===== config.mk =====
export PLATFORM = sky130hd
export DESIGN_NAME = md4_hash_engine
export DESIGN_NICKNAME = d
export VERILOG_FILES = /design/src/sv/md4_pkg.sv /design/src/sv/md4_ctrl.sv /design/src/sv/md4_dpath.sv /design/src/sv/md4_hash_engine.sv
export SDC_FILE = /design/constraint.sdc
export NUM_CORES = 2
export LEC_CHECK = 0
export BUFFER_PORTS_ARGS = -buffer_cell sky130_fd_sc_hd__buf_2
export CORE_MARGIN = 1
export CORE_UTILIZATION = 40
export DETAILED_ROUTE_END_ITERATION = 8
export PLACE_DENSITY_LB_ADDON = 0.3
export SETUP_SLACK_MARGIN = 0.2
export SLEW_MARGIN = 10
export SYNTH_ARGS = -nofsm -noshare
export SYNTH_HDL_FRONTEND = slang
export SYNTH_SLANG_ARGS = --single-unit

===== constraint.sdc =====
create_clock -name clock -period 21.6 [get_ports clock]
set_input_delay 6.48 -clock clock [delete_from_list [all_inputs] [get_ports clock]]
set_output_delay 6.48 -clock clock [all_outputs]
set_load 0.02 [all_outputs]

===== src/sv/md4_pkg.sv =====
// ----------------------------------------------------------------------------
// md4_pkg
// shared types, constants and round functions of the md4 hash engine
// ----------------------------------------------------------------------------
package md4_pkg;

   localparam logic [31:0] INIT_A = 32'h67452301;
   localparam logic [31:0] INIT_B = 32'hefcdab89;
   localparam logic [31:0] INIT_C = 32'h98badcfe;
   localparam logic [31:0] INIT_D = 32'h10325476;
   localparam logic [31:0] K2     = 32'h5A827999;
   localparam logic [31:0] K3     = 32'h6ED9EBA1;

   localparam int          BLOCK_WORDS = 16;
   localparam logic [5:0]  POS_LAST    = 6'd63;
   localparam logic [5:0]  POS_LEN     = 6'd56;
   localparam logic [5:0]  STEP_LAST   = 6'd47;
   localparam logic [1:0]  IDX_LAST    = 2'd3;
   localparam logic [7:0]  PAD_MARK    = 8'h80;

   localparam logic        OP_ABSORB = 1'b0;
   localparam logic        OP_FINISH = 1'b1;

   typedef enum logic [2:0] {
      ST_IDLE,
      ST_PAD_MARK,
      ST_PAD_ZERO,
      ST_PAD_LEN,
      ST_COMP,
      ST_FOLD,
      ST_EMIT
   } md4_state_type;

   typedef enum logic [1:0] {
      SEL_DATA,
      SEL_MARK,
      SEL_ZERO,
      SEL_LEN
   } md4_sel_type;

   typedef struct packed {
      logic        write_byte;
      md4_sel_type byte_sel;
      logic        save_len;
      logic        load_work;
      logic        step_en;
      logic [5:0]  step;
      logic        fold;
      logic        load_out;
      logic [1:0]  out_idx;
      logic        clear;
   } md4_cmd_type;

   typedef struct packed {
      logic [5:0] pos;
      logic       out_free;
   } md4_status_type;

   // message word used at a step
   function automatic logic [3:0] msg_index(input logic [5:0] step);
      logic [3:0] j;
      j = step[3:0];
      case (step[5:4])
         2'd0: begin
            msg_index = j;
         end
         2'd1: begin
            msg_index = {j[1:0], j[3:2]};
         end
         default: begin
            msg_index = {j[0], j[1], j[2], j[3]};
         end
      endcase
   endfunction

   // rotate amount of a step
   function automatic logic [4:0] rot_amount(input logic [5:0] step);
      case ({step[5:4], step[1:0]})
         4'd0:    rot_amount = 5'd3;
         4'd1:    rot_amount = 5'd7;
         4'd2:    rot_amount = 5'd11;
         4'd3:    rot_amount = 5'd19;
         4'd4:    rot_amount = 5'd3;
         4'd5:    rot_amount = 5'd5;
         4'd6:    rot_amount = 5'd9;
         4'd7:    rot_amount = 5'd13;
         4'd8:    rot_amount = 5'd3;
         4'd9:    rot_amount = 5'd9;
         4'd10:   rot_amount = 5'd11;
         default: rot_amount = 5'd15;
      endcase
   endfunction

   // round function plus round constant
   function automatic logic [31:0] round_fk(input logic [1:0] rnd, input logic [31:0] b,
                                            input logic [31:0] c, input logic [31:0] d);
      case (rnd)
         2'd0: begin
            round_fk = (b & c) | (~b & d);
         end
         2'd1: begin
            round_fk = ((b & c) | (b & d) | (c & d)) + K2;
         end
         default: begin
            round_fk = (b ^ c ^ d) + K3;
         end
      endcase
   endfunction

   function automatic logic [31:0] rotl32(input logic [31:0] v, input logic [4:0] s);
      logic [63:0] w;
      w = {v, v} << s;
      rotl32 = w[63:32];
   endfunction

endpackage


===== src/sv/md4_ctrl.sv =====
// ----------------------------------------------------------------------------
// md4_ctrl
// sequencer for byte absorb, padding, compression rounds and digest output
// ----------------------------------------------------------------------------
module md4_ctrl
   import md4_pkg::*;
(
   input  logic           clock,
   input  logic           reset,
   input  logic           req_valid,
   input  logic           req_op,
   output logic           req_ready,
   input  md4_status_type status,
   output md4_cmd_type    cmd
);

   md4_state_type state_ff, state_in;
   md4_state_type ret_ff, ret_in;
   logic [5:0]    step_ff, step_in;
   logic [1:0]    idx_ff, idx_in;
   logic          accept;
   logic          block_full;

   assign accept     = req_valid && (state_ff == ST_IDLE);
   assign block_full = (status.pos == POS_LAST);
   assign req_ready  = (state_ff == ST_IDLE);

   always_ff @(posedge clock) begin
      if (reset) begin
         state_ff <= ST_IDLE;
         ret_ff   <= ST_IDLE;
         step_ff  <= '0;
         idx_ff   <= '0;
      end else begin
         state_ff <= state_in;
         ret_ff   <= ret_in;
         step_ff  <= step_in;
         idx_ff   <= idx_in;
      end
   end

   // next state
   always_comb begin
      state_in = state_ff;
      ret_in   = ret_ff;
      step_in  = step_ff;
      idx_in   = idx_ff;
      case (state_ff)
         ST_IDLE: begin
            if (accept) begin
               if (req_op == OP_FINISH) begin
                  state_in = ST_PAD_MARK;
               end else if (block_full) begin
                  state_in = ST_COMP;
                  ret_in   = ST_IDLE;
               end
            end
         end
         ST_PAD_MARK: begin
            if (block_full) begin
               state_in = ST_COMP;
               ret_in   = ST_PAD_ZERO;
            end else begin
               state_in = ST_PAD_ZERO;
            end
         end
         ST_PAD_ZERO: begin
            if (status.pos == POS_LEN) begin
               state_in = ST_PAD_LEN;
            end else if (block_full) begin
               state_in = ST_COMP;
               ret_in   = ST_PAD_ZERO;
            end
         end
         ST_PAD_LEN: begin
            if (block_full) begin
               state_in = ST_COMP;
               ret_in   = ST_EMIT;
            end
         end
         ST_COMP: begin
            if (step_ff == STEP_LAST) begin
               state_in = ST_FOLD;
               step_in  = '0;
            end else begin
               step_in = step_ff + 6'd1;
            end
         end
         ST_FOLD: begin
            state_in = ret_ff;
         end
         ST_EMIT: begin
            if (status.out_free) begin
               idx_in = idx_ff + 2'd1;
               if (idx_ff == IDX_LAST) begin
                  state_in = ST_IDLE;
               end
            end
         end
         default: begin
            state_in = ST_IDLE;
         end
      endcase
   end

   // commands
   always_comb begin
      cmd          = '0;
      cmd.byte_sel = SEL_DATA;
      cmd.step     = step_ff;
      cmd.out_idx  = idx_ff;
      case (state_ff)
         ST_IDLE: begin
            if (accept) begin
               if (req_op == OP_FINISH) begin
                  cmd.save_len = 1'b1;
               end else begin
                  cmd.write_byte = 1'b1;
                  cmd.load_work  = block_full;
               end
            end
         end
         ST_PAD_MARK: begin
            cmd.write_byte = 1'b1;
            cmd.byte_sel   = SEL_MARK;
            cmd.load_work  = block_full;
         end
         ST_PAD_ZERO: begin
            if (status.pos != POS_LEN) begin
               cmd.write_byte = 1'b1;
               cmd.byte_sel   = SEL_ZERO;
               cmd.load_work  = block_full;
            end
         end
         ST_PAD_LEN: begin
            cmd.write_byte = 1'b1;
            cmd.byte_sel   = SEL_LEN;
            cmd.load_work  = block_full;
         end
         ST_COMP: begin
            cmd.step_en = 1'b1;
         end
         ST_FOLD: begin
            cmd.fold = 1'b1;
         end
         ST_EMIT: begin
            if (status.out_free) begin
               cmd.load_out = 1'b1;
               cmd.clear    = (idx_ff == IDX_LAST);
            end
         end
         default: begin
            cmd.step = step_ff;
         end
      endcase
   end

endmodule


===== src/sv/md4_dpath.sv =====
// ----------------------------------------------------------------------------
// md4_dpath
// block buffer, bit counter, chaining words, one-step round unit, output beat
// ----------------------------------------------------------------------------
module md4_dpath
   import md4_pkg::*;
(
   input  logic           clock,
   input  logic           reset,
   input  md4_cmd_type    cmd,
   input  logic [7:0]     data_byte,
   output md4_status_type status,
   output logic           out_valid,
   input  logic           out_ready,
   output logic [31:0]    out_word,
   output logic [1:0]     out_index,
   output logic           out_last
);

   logic [31:0] buf_ff [BLOCK_WORDS];
   logic [31:0] chain_ff [4];
   logic [63:0] count_ff;
   logic [63:0] len_ff;
   logic [31:0] a_ff, b_ff, c_ff, d_ff;
   logic        valid_ff;
   logic [31:0] word_ff;
   logic [1:0]  index_ff;
   logic        last_ff;

   logic [5:0]  pos;
   logic [7:0]  wr_byte;
   logic [31:0] step_sum;
   logic [31:0] step_t;

   assign pos             = count_ff[8:3];
   assign status.pos      = pos;
   assign status.out_free = !valid_ff || out_ready;

   always_comb begin
      case (cmd.byte_sel)
         SEL_DATA: wr_byte = data_byte;
         SEL_MARK: wr_byte = PAD_MARK;
         SEL_ZERO: wr_byte = 8'h00;
         default:  wr_byte = len_ff[{pos[2:0], 3'b000} +: 8];
      endcase
   end

   assign step_sum = a_ff + round_fk(cmd.step[5:4], b_ff, c_ff, d_ff)
                     + buf_ff[msg_index(cmd.step)];
   assign step_t   = rotl32(step_sum, rot_amount(cmd.step));

   always_ff @(posedge clock) begin
      if (cmd.write_byte) begin
         buf_ff[pos[5:2]][{pos[1:0], 3'b000} +: 8] <= wr_byte;
      end
   end

   always_ff @(posedge clock) begin
      if (cmd.save_len) begin
         len_ff <= count_ff;
      end
      if (cmd.load_work) begin
         a_ff <= chain_ff[0];
         b_ff <= chain_ff[1];
         c_ff <= chain_ff[2];
         d_ff <= chain_ff[3];
      end else if (cmd.step_en) begin
         a_ff <= d_ff;
         b_ff <= step_t;
         c_ff <= b_ff;
         d_ff <= c_ff;
      end
   end

   always_ff @(posedge clock) begin
      if (reset || cmd.clear) begin
         chain_ff[0] <= INIT_A;
         chain_ff[1] <= INIT_B;
         chain_ff[2] <= INIT_C;
         chain_ff[3] <= INIT_D;
         count_ff    <= '0;
      end else begin
         if (cmd.fold) begin
            chain_ff[0] <= chain_ff[0] + a_ff;
            chain_ff[1] <= chain_ff[1] + b_ff;
            chain_ff[2] <= chain_ff[2] + c_ff;
            chain_ff[3] <= chain_ff[3] + d_ff;
         end
         if (cmd.write_byte) begin
            count_ff <= count_ff + 64'd8;
         end
      end
   end

   always_ff @(posedge clock) begin
      if (reset) begin
         valid_ff <= 1'b0;
      end else if (cmd.load_out) begin
         valid_ff <= 1'b1;
      end else if (out_ready) begin
         valid_ff <= 1'b0;
      end
   end

   always_ff @(posedge clock) begin
      if (cmd.load_out) begin
         word_ff  <= chain_ff[cmd.out_idx];
         index_ff <= cmd.out_idx;
         last_ff  <= (cmd.out_idx == IDX_LAST);
      end
   end

   assign out_valid = valid_ff;
   assign out_word  = word_ff;
   assign out_index = index_ff;
   assign out_last  = last_ff;

endmodule


===== src/sv/md4_hash_engine.sv =====
// ----------------------------------------------------------------------------
// md4_hash_engine
// streaming md4 message digest, one message byte per input beat
// ----------------------------------------------------------------------------
// req channel: tuser 0 absorbs the byte in tdata, tuser 1 finishes the
// message. req_tready is high only while the engine is idle.
// the absorb beat that fills a 64-byte block starts the compression (48
// single-step rounds of one shared round unit, then one add into the
// chaining words); req_tready stays low until it is done. a finish beat
// pads one byte per cycle outside compressions (up to 72 pad and length
// bytes plus a pass at the length boundary that writes none, with one or
// two compressions), then sends four digest beats on rsp (word 0 first, one
// per cycle unless rsp stalls, tlast on word 3) and holds the initial state.
// rsp is held in an output register: a stalled receiver freezes the digest
// beats, and absorb beats are still taken while the last digest beat waits.
// reset (synchronous, active high) loads the initial chaining words, clears
// the bit counter and drops rsp_tvalid; no clearing pass is needed.
// ----------------------------------------------------------------------------
module md4_hash_engine
   import md4_pkg::*;
(
   input  logic        clock,
   input  logic        reset,
   input  logic        req_tvalid,
   output logic        req_tready,
   input  logic [7:0]  req_tdata,   // [7:0] data_byte
   input  logic        req_tuser,   // [0] op
   output logic        rsp_tvalid,
   input  logic        rsp_tready,
   output logic [31:0] rsp_tdata,   // [31:0] digest_word
   output logic [1:0]  rsp_tuser,   // [1:0] word_index
   output logic        rsp_tlast    // last_word
);

   md4_cmd_type    cmd;
   md4_status_type status;

   md4_ctrl u_ctrl (
      .clock     (clock),
      .reset     (reset),
      .req_valid (req_tvalid),
      .req_op    (req_tuser),
      .req_ready (req_tready),
      .status    (status),
      .cmd       (cmd)
   );

   md4_dpath u_dpath (
      .clock     (clock),
      .reset     (reset),
      .cmd       (cmd),
      .data_byte (req_tdata),
      .status    (status),
      .out_valid (rsp_tvalid),
      .out_ready (rsp_tready),
      .out_word  (rsp_tdata),
      .out_index (rsp_tuser),
      .out_last  (rsp_tlast)
   );

endmodule


==> key figures <==
Logic synthesis
  • Share of the synthesized area in the top cell type: 0.514
  • Yosys top cell by area: edfxtp_1
  • Mean post-synth cell area: 11.9 sq um
  • Top_reg_cell synth: edfxtp_1
  • Post-Syn Instances: 4,251
  • Post-synth EDFFs: 864
  • Mapped Area: around 50,000 sq um
  • Ranking of synthesized cells by area: edfxtp_1 (51%), mux4_2 (7.8%), nand2_1 (4.6%)
  • Synth Warn #: 0
  • FFs w/ async S/R, synth: 0
  • Register area share after synthesis: 0.546
  • Synth Register Bits: 943
  • Mapped Nets: 4,496
  • Synth unique cells: 87

CTS
  • Clk_lat worst skew: about 0.75 ns
  • CTS Buf Count: 99
  • CTS Root Cell: clkbuf_16
  • Clock transition at path regs: 0.06 ns
  • Postcts setup bufs: 0
  • CTS tree: yes
  • CTS Hold Bufs: 0
  • H-tree Lvls: 3
  • Clock tree buffer depth: 3
  • TritonCTS Sinks: roughly 940
  • Cts repair resizes: 0

Placement
  • DP HPWL: 97,200 um
  • Place WS: 11.82 ns
  • RD Place Congestion: 0.920
  • IO buf count: 49

Cells and area
  • Register area: 27,500 sq um
  • N_diodes: 0
  • Fillcell total: 11,300
  • Most frequent cells in the layout: edfxtp_1 (864), nand2_1 (623), nor2_1 (377), a21oi_1 (268), inv_1 (187)
  • Commonest non-fill, non-tap cell in the layout: edfxtp_1
  • Footprint of the multi-input gates: 21,600 sq um
  • Area Growth Syn to Fin: 10.9%
  • Fraction of layout cells with a size suffix above 1: 0.112
  • Nets: about 4,500

STA
  • RSZ-0062 raised after global routing: no
  • Slew Viols, Final: 0
  • Peak Freq: 111 MHz
  • Worst Tran Pin Value: 1.23 ns
  • Period minus WS final: 8.99 ns
  • Total negative slack: 0 ns
  • Final Hold Vio Count: 0
  • Slack of the critical path: 12.61 ns
  • Final Setup Violations: 0
  • Period utilisation layout: 0.416
  • Worst slew margin: 0.180
  • Final clock skew: 0.0640 ns

Floorplan
  • Core Area: 124,000 sq um
  • Die X: 357 um
  • Ports: 50
  • Die Height: 357 um
  • Die footprint: 128,000 sq um
  • Row cnt: 129
  • Starting density of the core: 0.405

Power
  • Lkg Pwr: 20.2 nW
  • Pwr Density: approximately 75 nW/um^2
  • Worst vdd rail ir drop: 60.3 uV

Worst setup path
  • Crit-path max FO: 79
  • Signal arrival time at the worst endpoint: roughly 9.6 ns
  • Startpoint Class: input port
  • WP data required: 22.17 ns
  • Kind of critical path: in -> reg
  • CP Capture Type: flip-flop

Route
  • Met1 wire length: 60,200 um
  • Met2 wire length: 63,800 um
  • DR WL/cell: between 20 and 25 um
  • Met3 wire length: 9560 um
  • Routed vias/inst: 5.69
  • Top sig layer: met4
  • Via count: about 34,000
  • Initial drt markers: ~3,400
  • Drt first pass iters: 5
  • DRC: 0
  • Drt total wl: 138,000 um
  • Routed Antenna Nets: 0

Global route
  • Pin count of the biggest net entering global routing: 80
  • Initial antenna violation count: 2
  • First-pass GRT wire length: around 210,000 um
  • Number of global-route vias before repair: about 33,000
  • Grt ovf: 0
  • GRT Resource Usage Total: 0.216

Status
  • Status: finished, final reports clean

Flow run
  • Max_cap viols: 0

Hold path
  • Worst Hold Class: reg -> reg
-- cells by family after synthesis --
kind of cell	Yosys count	synth area share
simple gates	1397	0.121
compound gates	860	0.109
fa+ha+maj	232	0.0677
flops	943	0.546
mux	240	0.0913
xor+xnor	215	0.0373
buf+inv	364	0.0274
-- worst paths after layout --
kind,from,end,slack [ns],cells after the start
setup reg to reg,u_ctrl.step_ff[4],u_dpath.b_ff[5],13.50,24
hold / removal,u_dpath.count_ff[23],u_dpath.len_ff[23],0.44,0
setup / recovery,req_tuser,u_dpath.b_ff[28],12.61,10
hold reg to reg,u_dpath.count_ff[23],u_dpath.len_ff[23],0.44,0
-- cell usage after synthesis (all sizes together) (14+ instances only) --
| cell type | count |
|---|---|
| a21o | 86 |
| nand2b | 40 |
| o21a | 45 |
| nor2b | 53 |
| and3 | 38 |
| a31oi | 23 |
| a211oi | 68 |
| nor3 | 66 |
| xnor2 | 103 |
| buf | 39 |
| nand4 | 28 |
| nand2 | 625 |
| dfxtp | 79 |
| or3 | 37 |
| fa | 68 |
| edfxtp | 864 |
| inv | 187 |
| xor2 | 112 |
| mux4 | 174 |
| nand3 | 59 |
| nor2 | 379 |
| or2 | 18 |
| clkbuf | 138 |
| and2 | 22 |
| o21ai | 179 |
| o211ai | 15 |
| mux2i | 50 |
| mux2 | 16 |
| o21bai | 14 |
| ha | 164 |
| a21oi | 269 |
-- layer usage --
layer	vias to the layer above	GRT usage
li1	15800	-
met1	16900	0.302
met2	1129	0.342
met3	194	0.0337
met4	0	0.0708
met5	-	0
-- where the power goes --
part           internal (mW)  switching [mW]  leakage, nW  total [mW]
clock                   1.07           0.768         1.71        1.84
sequential              2.02          0.0112         8.78        2.03
combinational          0.108           0.213         9.72       0.321
total                   3.20           0.992         20.2        4.19
-- flip-flops by register name, summed over array words and instances, names as in the netlist, 2 cells and up, named ones only --
signal and cells:
u_dpath.len_ff 61, u_dpath.a_ff 32, u_ctrl.step_ff 6, u_dpath.out_index 2
u_ctrl.idx_ff 2, u_dpath.buf_ff 512, u_dpath.b_ff 32, u_dpath.d_ff 32
u_dpath.out_word 32, u_dpath.count_ff 61, u_ctrl.state_ff 3, u_dpath.c_ff 32
u_ctrl.ret_ff 2, u_dpath.chain_ff 128
-- worst max-delay path, stage by stage --
cell	delay, ns
buf_2	0.12
or3_1	0.36
a31oi_2	0.18
buf_4	0.30
and2_4	0.22
buf_4	0.66
buf_4	0.74
nand2_1	0.13
o21ai_0	0.11
a31o_2	0.14
-- cell type report --
class,instances,area share
Sequential cell,943,0.492
Clock inverter,72,0.0178
Tap cell,1637,0.0366
Timing Repair Buffer,87,0.00970
Multi-Input combinational cell,2944,0.386
Clock buffer,112,0.0451
Inverter,187,0.0125
-- per-stage QoR --
step	hold WS (ns)	utilization	instance area [sq um]	cells	total power [mW]
6_report	0.445	0.450	56000	5982	4.19
5_1_grt	0.466	0.450	56000	5982	4.31
4_1_cts	0.438	0.450	56000	5982	4.21
3_5_place_dp	0.449	0.422	52500	5798	2.39
3_3_place_gp	0.445	0.422	52500	5798	2.38
2_1_floorplan	0.403	-	50500	4251	2.28
(Power assumes the default switching activity.)
